### config.mk
export PLATFORM = sky130hd
export DESIGN_NAME = lifo_job_scheduler
export DESIGN_NICKNAME = d
export VERILOG_FILES = /design/src/hdl/ljs_pkg.sv /design/src/hdl/ljs_ram.sv /design/src/hdl/ljs_ctrl.sv /design/src/hdl/ljs_rsp_reg.sv /design/src/hdl/lifo_job_scheduler.sv
export SDC_FILE = /design/constraint.sdc
export NUM_CORES = 1
export LEC_CHECK = 0
export BUFFER_PORTS_ARGS = -buffer_cell sky130_fd_sc_hd__buf_2
export CORE_ASPECT_RATIO = 1.1
export CORE_MARGIN = 2
export CORE_UTILIZATION = 63
export CTS_BUF_LIST = sky130_fd_sc_hd__clkbuf_4
export DETAILED_ROUTE_END_ITERATION = 8
export PLACE_DENSITY = 0.8
export SLEW_MARGIN = 40
export SYNTH_ARGS = -nofsm -noshare
export SYNTH_HDL_FRONTEND = slang
export SYNTH_SLANG_ARGS = --single-unit
### constraint.sdc
create_clock -name clock -period 8.7 [get_ports clock]
set_clock_uncertainty 0.05 [all_clocks]
set_input_delay 1.305 -clock clock [delete_from_list [all_inputs] [get_ports clock]]
set_output_delay 1.305 -clock clock [all_outputs]
set_load 0.01 [all_outputs]
### src/hdl/ljs_pkg.sv
package ljs_pkg;

   localparam int TABLE_DEPTH = 16;
   localparam int IDX_W       = $clog2(TABLE_DEPTH);
   localparam int CNT_W       = $clog2(TABLE_DEPTH + 1);
   localparam int ID_W        = 16;
   localparam int ARR_W       = 16;
   localparam int SVC_W       = 16;
   localparam int TIME_W      = 24;
   localparam logic [TIME_W-1:0] TIME_MAX = {TIME_W{1'b1}};

   localparam logic FUNC_LOAD = 1'b0;
   localparam logic FUNC_TICK = 1'b1;

   typedef enum logic [1:0] {
      ST_OK   = 2'd0,
      ST_FULL = 2'd1,
      ST_LATE = 2'd2,
      ST_ZERO = 2'd3
   } status_type;

   // job record, job_id in the low bits
   typedef struct packed {
      logic [SVC_W-1:0] service;
      logic [ARR_W-1:0] arrival;
      logic [ID_W-1:0]  job_id;
   } job_rec_type;

   typedef struct packed {
      status_type        status;
      logic              busy_res;
      logic [ID_W-1:0]   run_id;
      logic [SVC_W-1:0]  remaining;
      logic              all_done;
      logic [TIME_W-1:0] time_now;
   } rsp_type;

endpackage

### src/hdl/ljs_ram.sv
module ljs_ram #(
   parameter int WIDTH = 8,
   parameter int DEPTH = 16
) (
   input  logic                     clock,
   input  logic                     wr_en,
   input  logic [$clog2(DEPTH)-1:0] wr_addr,
   input  logic [WIDTH-1:0]         wr_data,
   input  logic [$clog2(DEPTH)-1:0] rd_addr,
   output logic [WIDTH-1:0]         rd_data
);

   logic [WIDTH-1:0] mem [DEPTH];
   logic [WIDTH-1:0] rd_data_ff;

   always_ff @(posedge clock) begin
      if (wr_en) begin
         mem[wr_addr] <= wr_data;
      end
      rd_data_ff <= mem[rd_addr];
   end

   assign rd_data = rd_data_ff;

endmodule

### src/hdl/ljs_ctrl.sv
module ljs_ctrl
   import ljs_pkg::*;
(
   input  logic        clock,
   input  logic        reset,
   input  logic        req_valid,
   output logic        req_ready,
   input  logic        req_func,
   input  job_rec_type req_job,
   output logic        res_valid,
   output rsp_type     res,
   input  logic        res_ready
);

   typedef enum logic [8:0] {
      S_IDLE    = 9'b000000001,
      S_LD_CMP  = 9'b000000010,
      S_LD_PUT  = 9'b000000100,
      S_LD_DONE = 9'b000001000,
      S_TK_CMP  = 9'b000010000,
      S_TK_POP  = 9'b000100000,
      S_TK_IDX  = 9'b001000000,
      S_TK_REC  = 9'b010000000,
      S_TK_RUN  = 9'b100000000
   } state_type;

   state_type         state_ff, state_in;
   logic [CNT_W-1:0]  count_ff, count_in;
   logic [CNT_W-1:0]  np_ff, np_in;
   logic [CNT_W-1:0]  sp_ff, sp_in;
   logic [ID_W-1:0]   cur_id_ff, cur_id_in;
   logic [SVC_W-1:0]  cur_left_ff, cur_left_in;
   logic              running_ff, running_in;
   logic [TIME_W-1:0] time_ff, time_in;
   logic              started_ff, started_in;
   status_type        status_ff, status_in;
   job_rec_type       job_ff, job_in;
   logic [IDX_W-1:0]  k_ff, k_in;

   logic              tbl_we;
   logic [IDX_W-1:0]  tbl_waddr, tbl_raddr;
   job_rec_type       tbl_wdata, tbl_rdata;
   logic              stk_we;
   logic [IDX_W-1:0]  stk_waddr, stk_raddr, stk_wdata, stk_rdata;

   logic [CNT_W-1:0]  cnt_dec, np_inc, sp_inc, sp_dec;
   logic [IDX_W-1:0]  k_inc, k_dec;
   logic [TIME_W-1:0] arr_ext;
   logic              run_next;

   ljs_ram #(.WIDTH($bits(job_rec_type)), .DEPTH(TABLE_DEPTH)) u_job_ram (
      .clock   (clock),
      .wr_en   (tbl_we),
      .wr_addr (tbl_waddr),
      .wr_data (tbl_wdata),
      .rd_addr (tbl_raddr),
      .rd_data (tbl_rdata)
   );

   ljs_ram #(.WIDTH(IDX_W), .DEPTH(TABLE_DEPTH)) u_stack_ram (
      .clock   (clock),
      .wr_en   (stk_we),
      .wr_addr (stk_waddr),
      .wr_data (stk_wdata),
      .rd_addr (stk_raddr),
      .rd_data (stk_rdata)
   );

   assign cnt_dec = count_ff - 1'b1;
   assign np_inc  = np_ff + 1'b1;
   assign sp_inc  = sp_ff + 1'b1;
   assign sp_dec  = sp_ff - 1'b1;
   assign k_inc   = k_ff + 1'b1;
   assign k_dec   = k_ff - 1'b1;
   assign arr_ext = {{(TIME_W - ARR_W){1'b0}}, tbl_rdata.arrival};
   assign run_next = running_ff && (cur_left_ff != SVC_W'(1));

   assign req_ready = (state_ff == S_IDLE);

   always_comb begin
      state_in    = state_ff;
      count_in    = count_ff;
      np_in       = np_ff;
      sp_in       = sp_ff;
      cur_id_in   = cur_id_ff;
      cur_left_in = cur_left_ff;
      running_in  = running_ff;
      time_in     = time_ff;
      started_in  = started_ff;
      status_in   = status_ff;
      job_in      = job_ff;
      k_in        = k_ff;
      tbl_we      = 1'b0;
      tbl_waddr   = '0;
      tbl_wdata   = job_ff;
      tbl_raddr   = '0;
      stk_we      = 1'b0;
      stk_waddr   = sp_ff[IDX_W-1:0];
      stk_wdata   = np_ff[IDX_W-1:0];
      stk_raddr   = sp_dec[IDX_W-1:0];
      res_valid   = 1'b0;
      res         = '0;
      res.time_now = time_ff;

      unique case (state_ff)
         S_IDLE: begin
            if (req_valid) begin
               if (req_func == FUNC_LOAD) begin
                  job_in = req_job;
                  if (started_ff) begin
                     status_in = ST_LATE;
                     state_in  = S_LD_DONE;
                  end else if (req_job.service == '0) begin
                     status_in = ST_ZERO;
                     state_in  = S_LD_DONE;
                  end else if (count_ff == CNT_W'(TABLE_DEPTH)) begin
                     status_in = ST_FULL;
                     state_in  = S_LD_DONE;
                  end else begin
                     status_in = ST_OK;
                     if (count_ff == '0) begin
                        state_in = S_LD_PUT;
                     end else begin
                        k_in      = cnt_dec[IDX_W-1:0];
                        tbl_raddr = cnt_dec[IDX_W-1:0];
                        state_in  = S_LD_CMP;
                     end
                  end
               end else begin
                  started_in = 1'b1;
                  if (running_ff) begin
                     state_in = S_TK_RUN;
                  end else if (np_ff < count_ff) begin
                     tbl_raddr = np_ff[IDX_W-1:0];
                     state_in  = S_TK_CMP;
                  end else begin
                     state_in = S_TK_POP;
                  end
               end
            end
         end

         // walk down from the top, moving later arrivals up one slot
         S_LD_CMP: begin
            tbl_we    = 1'b1;
            tbl_waddr = k_inc;
            if (tbl_rdata.arrival > job_ff.arrival) begin
               tbl_wdata = tbl_rdata;
               if (k_ff == '0) begin
                  state_in = S_LD_PUT;
               end else begin
                  k_in      = k_dec;
                  tbl_raddr = k_dec;
               end
            end else begin
               tbl_wdata = job_ff;
               count_in  = count_ff + 1'b1;
               state_in  = S_LD_DONE;
            end
         end

         S_LD_PUT: begin
            tbl_we    = 1'b1;
            tbl_waddr = '0;
            tbl_wdata = job_ff;
            count_in  = count_ff + 1'b1;
            state_in  = S_LD_DONE;
         end

         S_LD_DONE: begin
            res_valid    = 1'b1;
            res.status   = status_ff;
            res.all_done = (np_ff >= count_ff) && (sp_ff == '0) && !running_ff;
            if (res_ready) begin
               state_in = S_IDLE;
            end
         end

         // push every arrived job in table order
         S_TK_CMP: begin
            if (arr_ext <= time_ff) begin
               if (sp_ff < CNT_W'(TABLE_DEPTH)) begin
                  stk_we = 1'b1;
                  sp_in  = sp_inc;
               end
               np_in = np_inc;
               if (np_inc < count_ff) begin
                  tbl_raddr = np_inc[IDX_W-1:0];
               end else begin
                  state_in = S_TK_POP;
               end
            end else begin
               state_in = S_TK_POP;
            end
         end

         S_TK_POP: begin
            if (sp_ff != '0) begin
               sp_in    = sp_dec;
               state_in = S_TK_IDX;
            end else begin
               state_in = S_TK_RUN;
            end
         end

         S_TK_IDX: begin
            tbl_raddr = stk_rdata;
            state_in  = S_TK_REC;
         end

         S_TK_REC: begin
            cur_id_in   = tbl_rdata.job_id;
            cur_left_in = tbl_rdata.service;
            running_in  = (tbl_rdata.service != '0);
            state_in    = S_TK_RUN;
         end

         S_TK_RUN: begin
            res_valid    = 1'b1;
            res.status   = ST_OK;
            res.busy_res = running_ff;
            res.run_id   = running_ff ? cur_id_ff : '0;
            res.remaining = running_ff ? cur_left_ff : '0;
            res.all_done = (np_ff >= count_ff) && (sp_ff == '0) && !run_next;
            if (res_ready) begin
               if (running_ff) begin
                  cur_left_in = cur_left_ff - 1'b1;
               end
               running_in = run_next;
               if (time_ff != TIME_MAX) begin
                  time_in = time_ff + 1'b1;
               end
               state_in = S_IDLE;
            end
         end

         default: begin
            state_in = S_IDLE;
         end
      endcase
   end

   always_ff @(posedge clock) begin
      if (reset) begin
         state_ff    <= S_IDLE;
         count_ff    <= '0;
         np_ff       <= '0;
         sp_ff       <= '0;
         cur_id_ff   <= '0;
         cur_left_ff <= '0;
         running_ff  <= 1'b0;
         time_ff     <= '0;
         started_ff  <= 1'b0;
      end else begin
         state_ff    <= state_in;
         count_ff    <= count_in;
         np_ff       <= np_in;
         sp_ff       <= sp_in;
         cur_id_ff   <= cur_id_in;
         cur_left_ff <= cur_left_in;
         running_ff  <= running_in;
         time_ff     <= time_in;
         started_ff  <= started_in;
      end
   end

   always_ff @(posedge clock) begin
      status_ff <= status_in;
      job_ff    <= job_in;
      k_ff      <= k_in;
   end

endmodule

### src/hdl/ljs_rsp_reg.sv
module ljs_rsp_reg
   import ljs_pkg::*;
(
   input  logic    clock,
   input  logic    reset,
   input  logic    in_valid,
   input  rsp_type in_data,
   output logic    in_ready,
   output logic    out_valid,
   output rsp_type out_data,
   input  logic    out_ready
);

   logic    valid_ff, valid_in;
   rsp_type data_ff;

   assign in_ready = !valid_ff || out_ready;
   assign valid_in = in_ready ? in_valid : valid_ff;

   always_ff @(posedge clock) begin
      if (reset) begin
         valid_ff <= 1'b0;
      end else begin
         valid_ff <= valid_in;
      end
   end

   always_ff @(posedge clock) begin
      if (in_ready && in_valid) begin
         data_ff <= in_data;
      end
   end

   assign out_valid = valid_ff;
   assign out_data  = data_ff;

endmodule

### src/hdl/lifo_job_scheduler.sv
// channel | dir | tdata (low bit up)                    | tuser
// req_    | in  | job_id, arrival, service              | func
// rsp_    | out | run_id, remaining, all_done, time_now | status, busy_res
//
// Loads and ticks are both paced by the single read port of the job table RAM, walked
// one entry per cycle.
// One item is in work at a time; req_tready is high only while the sequencer is idle.
// Results leave through the output register; while it holds a result
// on rsp_tready, the next one waits in the sequencer and req_tready stays low.
// Reset is synchronous; the job table and ready stack are not cleared, only counts and state.
module lifo_job_scheduler
   import ljs_pkg::*;
(
   input  logic        clock,
   input  logic        reset,
   input  logic        req_tvalid,
   output logic        req_tready,
   input  logic [47:0] req_tdata,   // job_id[15:0], arrival[31:16], service[47:32]
   input  logic [0:0]  req_tuser,   // func[0]
   output logic        rsp_tvalid,
   input  logic        rsp_tready,
   output logic [63:0] rsp_tdata,   // run_id[15:0], remaining[31:16], all_done[32],
                                    // time_now[56:33], zero pad[63:57]
   output logic [2:0]  rsp_tuser    // status[1:0], busy_res[2]
);

   job_rec_type req_job;
   rsp_type     res, rsp;
   logic        res_valid, res_ready;

   // record layout matches tdata packing
   assign req_job = req_tdata;

   ljs_ctrl u_ctrl (
      .clock     (clock),
      .reset     (reset),
      .req_valid (req_tvalid),
      .req_ready (req_tready),
      .req_func  (req_tuser[0]),
      .req_job   (req_job),
      .res_valid (res_valid),
      .res       (res),
      .res_ready (res_ready)
   );

   // output stage: decouples result transfer from the sequencer
   ljs_rsp_reg u_rsp_reg (
      .clock     (clock),
      .reset     (reset),
      .in_valid  (res_valid),
      .in_data   (res),
      .in_ready  (res_ready),
      .out_valid (rsp_tvalid),
      .out_data  (rsp),
      .out_ready (rsp_tready)
   );

   assign rsp_tdata = {7'd0, rsp.time_now, rsp.all_done, rsp.remaining, rsp.run_id};
   assign rsp_tuser = {rsp.busy_res, rsp.status};

endmodule

Yosys cells after proc, flatten, opt, wreduce, memory -nomap -nowiden
Memories as Yosys holds them, arrays and structs flattened. A register that Yosys moved wholly into a read port is not among the register bits.
Cells that the tools add are included.
Storage, ports and cells
  register bits: 197
  latch bits: 0
  bits in writable memories: 832
  bits in read-only memories: 0
  bits of input ports: 53
  logic and storage cells: 165
  memories: 2
Memory list
  u_ctrl.u_job_ram.mem: depth 16, bits a word 48, read ports 1, clocked after memory_dff 1, wr ports 1, RTL line ljs_ram.sv:13  | logic [WIDTH-1:0] mem [DEPTH];
  u_ctrl.u_stack_ram.mem: depth 16, bits a word 4, read ports 1, clocked after memory_dff 1, wr ports 1, RTL line ljs_ram.sv:13
Cells by class
  $add $sub $neg: 9
  multiply operators: 0
  div/mod/pow operators: 0
  $lt $le $gt $ge: 6
  eq/ne operators: 29
  shift operators: 0
  muxes and demuxes: 63
  bitwise gates (word level): 1
  reductions and logical operators: 33
Operators by type and width (count)
  $mux W9: 12
  $mux W48: 2
  $mux W4: 21
  $pmux W9 S8: 1
  $mux W16: 2
  $pmux W16 S2: 1
  $add A24 B1 Y24 const B: 1
  $le A16 B24 Y1: 1
  $ne A24 B24 Y1 const B: 1
  $mux W5: 4
  $pmux W5 S2: 2
  $gt A16 B16 Y1: 1
  $logic_not A16 Y1: 1
  $ne A16 B1 Y1 const B: 1
  $ne A2 B2 Y1 const B: 8
  $pmux W4 S4: 1
  $reduce_bool A16 Y1: 1
  $sub A16 B1 Y16 const B: 1
  $add A5 B1 Y5 const B: 3
  $ne A2 B1 Y1 const B: 7
  $mux W1: 12
  $reduce_and A3 Y1: 4
  $logic_not A5 Y1: 2
  $lt A5 B5 Y1: 2
  other kinds (31): 49

Depth between registers and ports, before layout
  depth in word-level cells: 8
  mapped depth: 16
  gate-level depth less buffers: 11

Hierarchy
Synthesis repeated with hierarchy kept, for this count alone.
Unflattened totals
  cell total of the unflattened synthesis: 2427
  area, all modules: 42440.7 um2
Modules (own cells, without submodules)
  ljs_ram at u_ctrl.u_job_ram: times used 1, cells each 1242, area each 29691.0 um2
  ljs_ctrl: times used 1, cells each 982, area each 8170.3 um2
  ljs_ram at u_ctrl.u_stack_ram: times used 1, cells each 130, area each 2666.3 um2
  ljs_rsp_reg: times used 1, cells each 65, area each 1856.8 um2
  lifo_job_scheduler: times used 1, cells each 8, area each 56.3 um2

Worst setup path before layout
OpenSTA, ideal clock, no wires.
  path kind: register to register
  start: register u_ctrl.state_ff[0]
  end: memory u_ctrl.u_job_ram.mem[1][0] (netlist bit), enable pin
  library setup time: 0.573 ns
  data arrival time: 6.025 ns
  required time: 8.077 ns
  slack: 2.052 ns
  cell stages (with the launch flop): 6
  cells stage by stage: dfxtp_1 -> buf_6 -> or4_4 -> nor3_1 -> nand2_1 -> nor4_1
Between the ends
  word-level cells in the longest chain between the ends: 5
RTL lines
  start, declared: RTL line ljs_ctrl.sv:27  | state_type state_ff, state_in;
  start signal, assigned: RTL line ljs_ctrl.sv:255  | state_ff <= state_in;
  $eq A9 B3 Y1 or $eq A9 B2 Y1 (tied branches): RTL line ljs_ctrl.sv:105  | unique case (state_ff)
  $reduce_or A2 Y1 (no source line)
  $mux W1: RTL line ljs_ctrl.sv:105
  $mux W1: RTL line ljs_ram.sv:17  | if (wr_en) begin
  $mux W1 (implied by the code): RTL line ljs_ram.sv:18  | mem[wr_addr] <= wr_data;
  end, declared: RTL line ljs_ram.sv:13
Parallel ways exist; a longest one is shown, timed or not.

Worst setup path after layout
  start: register u_ctrl.job_ff[29] (netlist bit)
  end: register u_ctrl.u_job_ram.rd_data_ff[30], in the netlist u_ctrl.u_job_ram.rd_data[30], read port of u_ctrl.u_job_ram.mem
Between the ends
  word-level cells in the longest chain between the ends: 3
RTL lines
  start, declared: RTL line ljs_ctrl.sv:37  | job_rec_type job_ff, job_in;
  start signal, assigned: RTL line ljs_ctrl.sv:269  | job_ff <= job_in;
  $gt A16 B16 Y1: RTL line ljs_ctrl.sv:147  | if (tbl_rdata.arrival > job_ff.arrival) begin
  $mux W4: RTL line ljs_ctrl.sv:147
  $pmux W4 S4: RTL line ljs_ctrl.sv:105
  end, declared: RTL line ljs_ram.sv:14  | logic [WIDTH-1:0] rd_data_ff;
Every way passes these cells.
A chain may end at the register's enable or synchronous reset.

==> reports/qor.yml <==
worst_hold_path:
  min-delay-start: "req_tdata[24]"
  hold_path_end: "u_ctrl.job_ff[24]"
  hold_class: "input pin to register"
  hold_depth: 1
cells_and_area:
  nFillCells: 4462
  most-common-layout-cells: "946 x edfxtp_1, 422 x clkbuf_4, 328 x nand2_1, 197 x inv_1, 192 x o2111ai_1"
  final_core_util: 0.707
  synthToLayoutAreaGrowth_pct: 11.4
  final_cells: 4466
  layout_commonest_cell: "edfxtp_1"
  fin_nets: 3443
  drive_gt1_frac: 0.239
worst_setup_path:
  regToRegSetupSlack_ns: 3.83
  r2r.worst_path.cells: 12
  rr_endpoint: "u_ctrl.u_job_ram.rd_data[30]"
  timing.rr.start: "u_ctrl.job_ff[29]"
  arrival_ns: 5.80
  end_kind: "register"
  cp_max_fo: 97
  start_kind: "register"
  required_ns: 9.63
  crit_type: "register to register"
global_route:
  grt_pass1_vias: 29400
  grtUsageTotal: 0.310
  gr-total-overflow: 0
  grt_max_degree: 99
  antenna_found_initial: 2
  grt_first_pass_wirelength_mm: 169
place:
  port_buffers: 114
  hpwl_mm: 61.5
  dp_slack_ns: 3.13
  dp.cells: 3991
  gp_congestion: 0.961
die:
  start_util: 0.634
  rows: 102
  io_pins: 122
  die_w_um: 257
  fp.dieH_um: 283
  core_area_um2: 70200
  die-area_um2: 72800
timing:
  finalMaxSlewViolations: 0
  finalHoldViolations: 0
  grt_setup_unrepaired: "false"
  finalWorstSetupSlack_ns: 3.83
  tns_ns: 0
  max_freq_mhz: 205
  period_share: 0.560
  setup_viol: 0
  relSlewSlack: 0.409
  finalCriticalPeriod_ns: 4.87
  worst_pin_slew_ns: 0.887
clocking:
  cts_resized: 0
  htreeDepth: 5
  cts_tree: "built"
  postCtsSetupRepairBufs: 0
  clk_latency_ns: 1.13
  clock-sinks: 1081
  cts.root.buffer_cell: "clkbuf_4"
  hold_buffers: 0
  path_clk_slew_ns: 0.07
  cts_buffers: 274
  clk_path_buf_depth: 4
power:
  peakVddDrop_uv: 112
  power.total_mw: 10.7
  cellPowerDensity_nw_per_um2: 216
  seq_power_share: 0.551
  switching_power_mw: 2.45
  swShare: 0.229
  power_frac_comb: 0.055
  p_int_mw: 8.25
  p_leak_nw: 18.0
  pwr-share-clk: 0.394
route:
  via_per_inst: 6.50
  drt_iter0_markers: 3731
  wirelength_mm: 113
  route.detailed.drc: 0
  wire_per_inst_um: 25.4
  first_pass_iters: 6
  vias: 29000
  final_antenna_net_count: 0
yosys:
  yosysUniqueCellTypes: 75
  yosys_warnings: 0
  postSynth.asyncResetShare: 0
  syn_area_per_cell_um2: 14.4
  ys_seq_elements: 1081
  synth_ff_type: "edfxtp_1"
  syn_inst: 3096
  synth_edf_count: 946
  syn_area_um2: 44500
  synth-seq-area-share: 0.699
status:
  status: "completed"
run:
  max_cap_violations: 0
-- worst max-delay path, stage by stage (launching register included) --
cell and delay [ns]:
edfxtp_1 0.42, inv_1 0.07, ha_1 0.31, nand4_1 0.21, nor4_1 0.60, a21boi_2 0.33
o31ai_4 0.16, nor4_1 0.63, a2111o_2 0.26, buf_8 0.57, nand2_8 0.49, o22ai_1 0.44
nor3_2 0.08
-- flip-flops by register name, summed over array words and instances (netlist names), 4 cells and up --
register,cells
u_ctrl.np_ff,5
u_ctrl.u_stack_ram.rd_data,4
u_ctrl.u_stack_ram.mem,64
u_ctrl.state_ff,9
u_ctrl.count_ff,5
u_ctrl.k_ff,4
u_ctrl.time_ff,24
u_ctrl.cur_id_ff,16
u_rsp_reg.out_data,60
u_ctrl.sp_ff,5
u_ctrl.cur_left_ff,16
u_ctrl.u_job_ram.rd_data,48
u_ctrl.u_job_ram.mem,768
u_ctrl.job_ff,48
-- synth_stat cells, types with 13 or more instances --
| library cell | count | area (um2) |
|---|---|---|
| ha_1 | 57 | 713 |
| nor3_1 | 27 | 135 |
| nand4_1 | 163 | 1020 |
| buf_4 | 15 | 113 |
| dfxtp_1 | 135 | 2700 |
| and2_1 | 23 | 144 |
| nor2_1 | 88 | 330 |
| o22ai_1 | 49 | 307 |
| inv_1 | 197 | 739 |
| a32o_1 | 47 | 470 |
| nand3_1 | 25 | 125 |
| edfxtp_1 | 946 | 28400 |
| nor4_1 | 23 | 144 |
| mux2_2 | 117 | 1320 |
| a21oi_1 | 54 | 270 |
| mux2_1 | 27 | 304 |
| or3_1 | 13 | 81.3 |
| mux4_2 | 20 | 450 |
| nand2_1 | 331 | 1240 |
| clkbuf_1 | 136 | 510 |
| nor3_2 | 50 | 500 |
| buf_2 | 44 | 220 |
| mux2i_1 | 57 | 571 |
| o2111ai_1 | 192 | 1680 |
| and3_1 | 52 | 325 |
| xnor2_1 | 33 | 289 |
| o21ai_0 | 33 | 165 |
-- power by group through the flow --
stage          combinational [mW]  clock (mW)  sequential [mW]
2_1_floorplan               0.386           0             5.97
3_3_place_gp                0.539           0             6.00
3_5_place_dp                0.572           0             6.01
4_1_cts                     0.574        4.27             5.89
5_1_grt                     0.633        4.53             5.90
6_report                    0.587        4.22             5.90
-- layout make-up --
| type | instances | area (um2) | share of cell area |
|---|---|---|---|
| Antenna cell | 3 | 7.51 | 0.000151 |
| Clock buffer | 422 | 3170 | 0.0639 |
| Clock inverter | 48 | 238 | 0.00479 |
| Inverter | 197 | 739 | 0.0149 |
| Multi-Input combinational cell | 1611 | 11900 | 0.241 |
| Sequential cell | 1081 | 31100 | 0.627 |
| Tap cell | 936 | 1170 | 0.0236 |
| Timing Repair Buffer | 168 | 1210 | 0.0243 |
-- worst max-delay path by stage --
stage | from | end | depth (start not counted)
floorplan | u_ctrl.state_ff[0] | u_ctrl.u_job_ram.mem[1][0] | 5
global placement | req_tdata[47] | u_ctrl.u_job_ram.rd_data[17] | 10
detailed placement | req_tdata[33] | u_ctrl.u_job_ram.rd_data[18] | 11
CTS | u_ctrl.job_ff[29] | u_ctrl.u_job_ram.rd_data[25] | 13
global route | u_ctrl.job_ff[29] | u_ctrl.u_job_ram.rd_data[30] | 12
finish | u_ctrl.job_ff[29] | u_ctrl.u_job_ram.rd_data[30] | 12
-- metal layers --
layer,GRT usage,vias to the layer above,share of wire,wire length (um)
met5,0,-,0.00015,17
met4,0.158,2,0.039,4460
met3,0.0864,322,0.12,13600
met2,0.508,1953,0.49,55100
met1,0.382,14100,0.36,40300
li1,-,12600,-,-
-- cells by family after synthesis --
family / after synthesis / synth area share
multiplexers: 221 / 0.0594
flip-flops: 1081 / 0.699
buffers and inverters: 410 / 0.0386
other: 1 / 0.0000843
AND/OR/NAND/NOR: 841 / 0.0997
XOR/XNOR: 44 / 0.00866
adder cells (fa/ha/maj): 57 / 0.0160
AO/OA/AOI/OAI: 441 / 0.0786
-- metrics by stage --
step                hold WS (ns)  cell area [um2]
finish                     0.317            49600
global route               0.283            49600
CTS                        0.249            49500
detailed placement         0.380            46100
global placement           0.374            45900
floorplan                  0.358            44500
No activity file was read; power rests on OpenSTA's default activity.
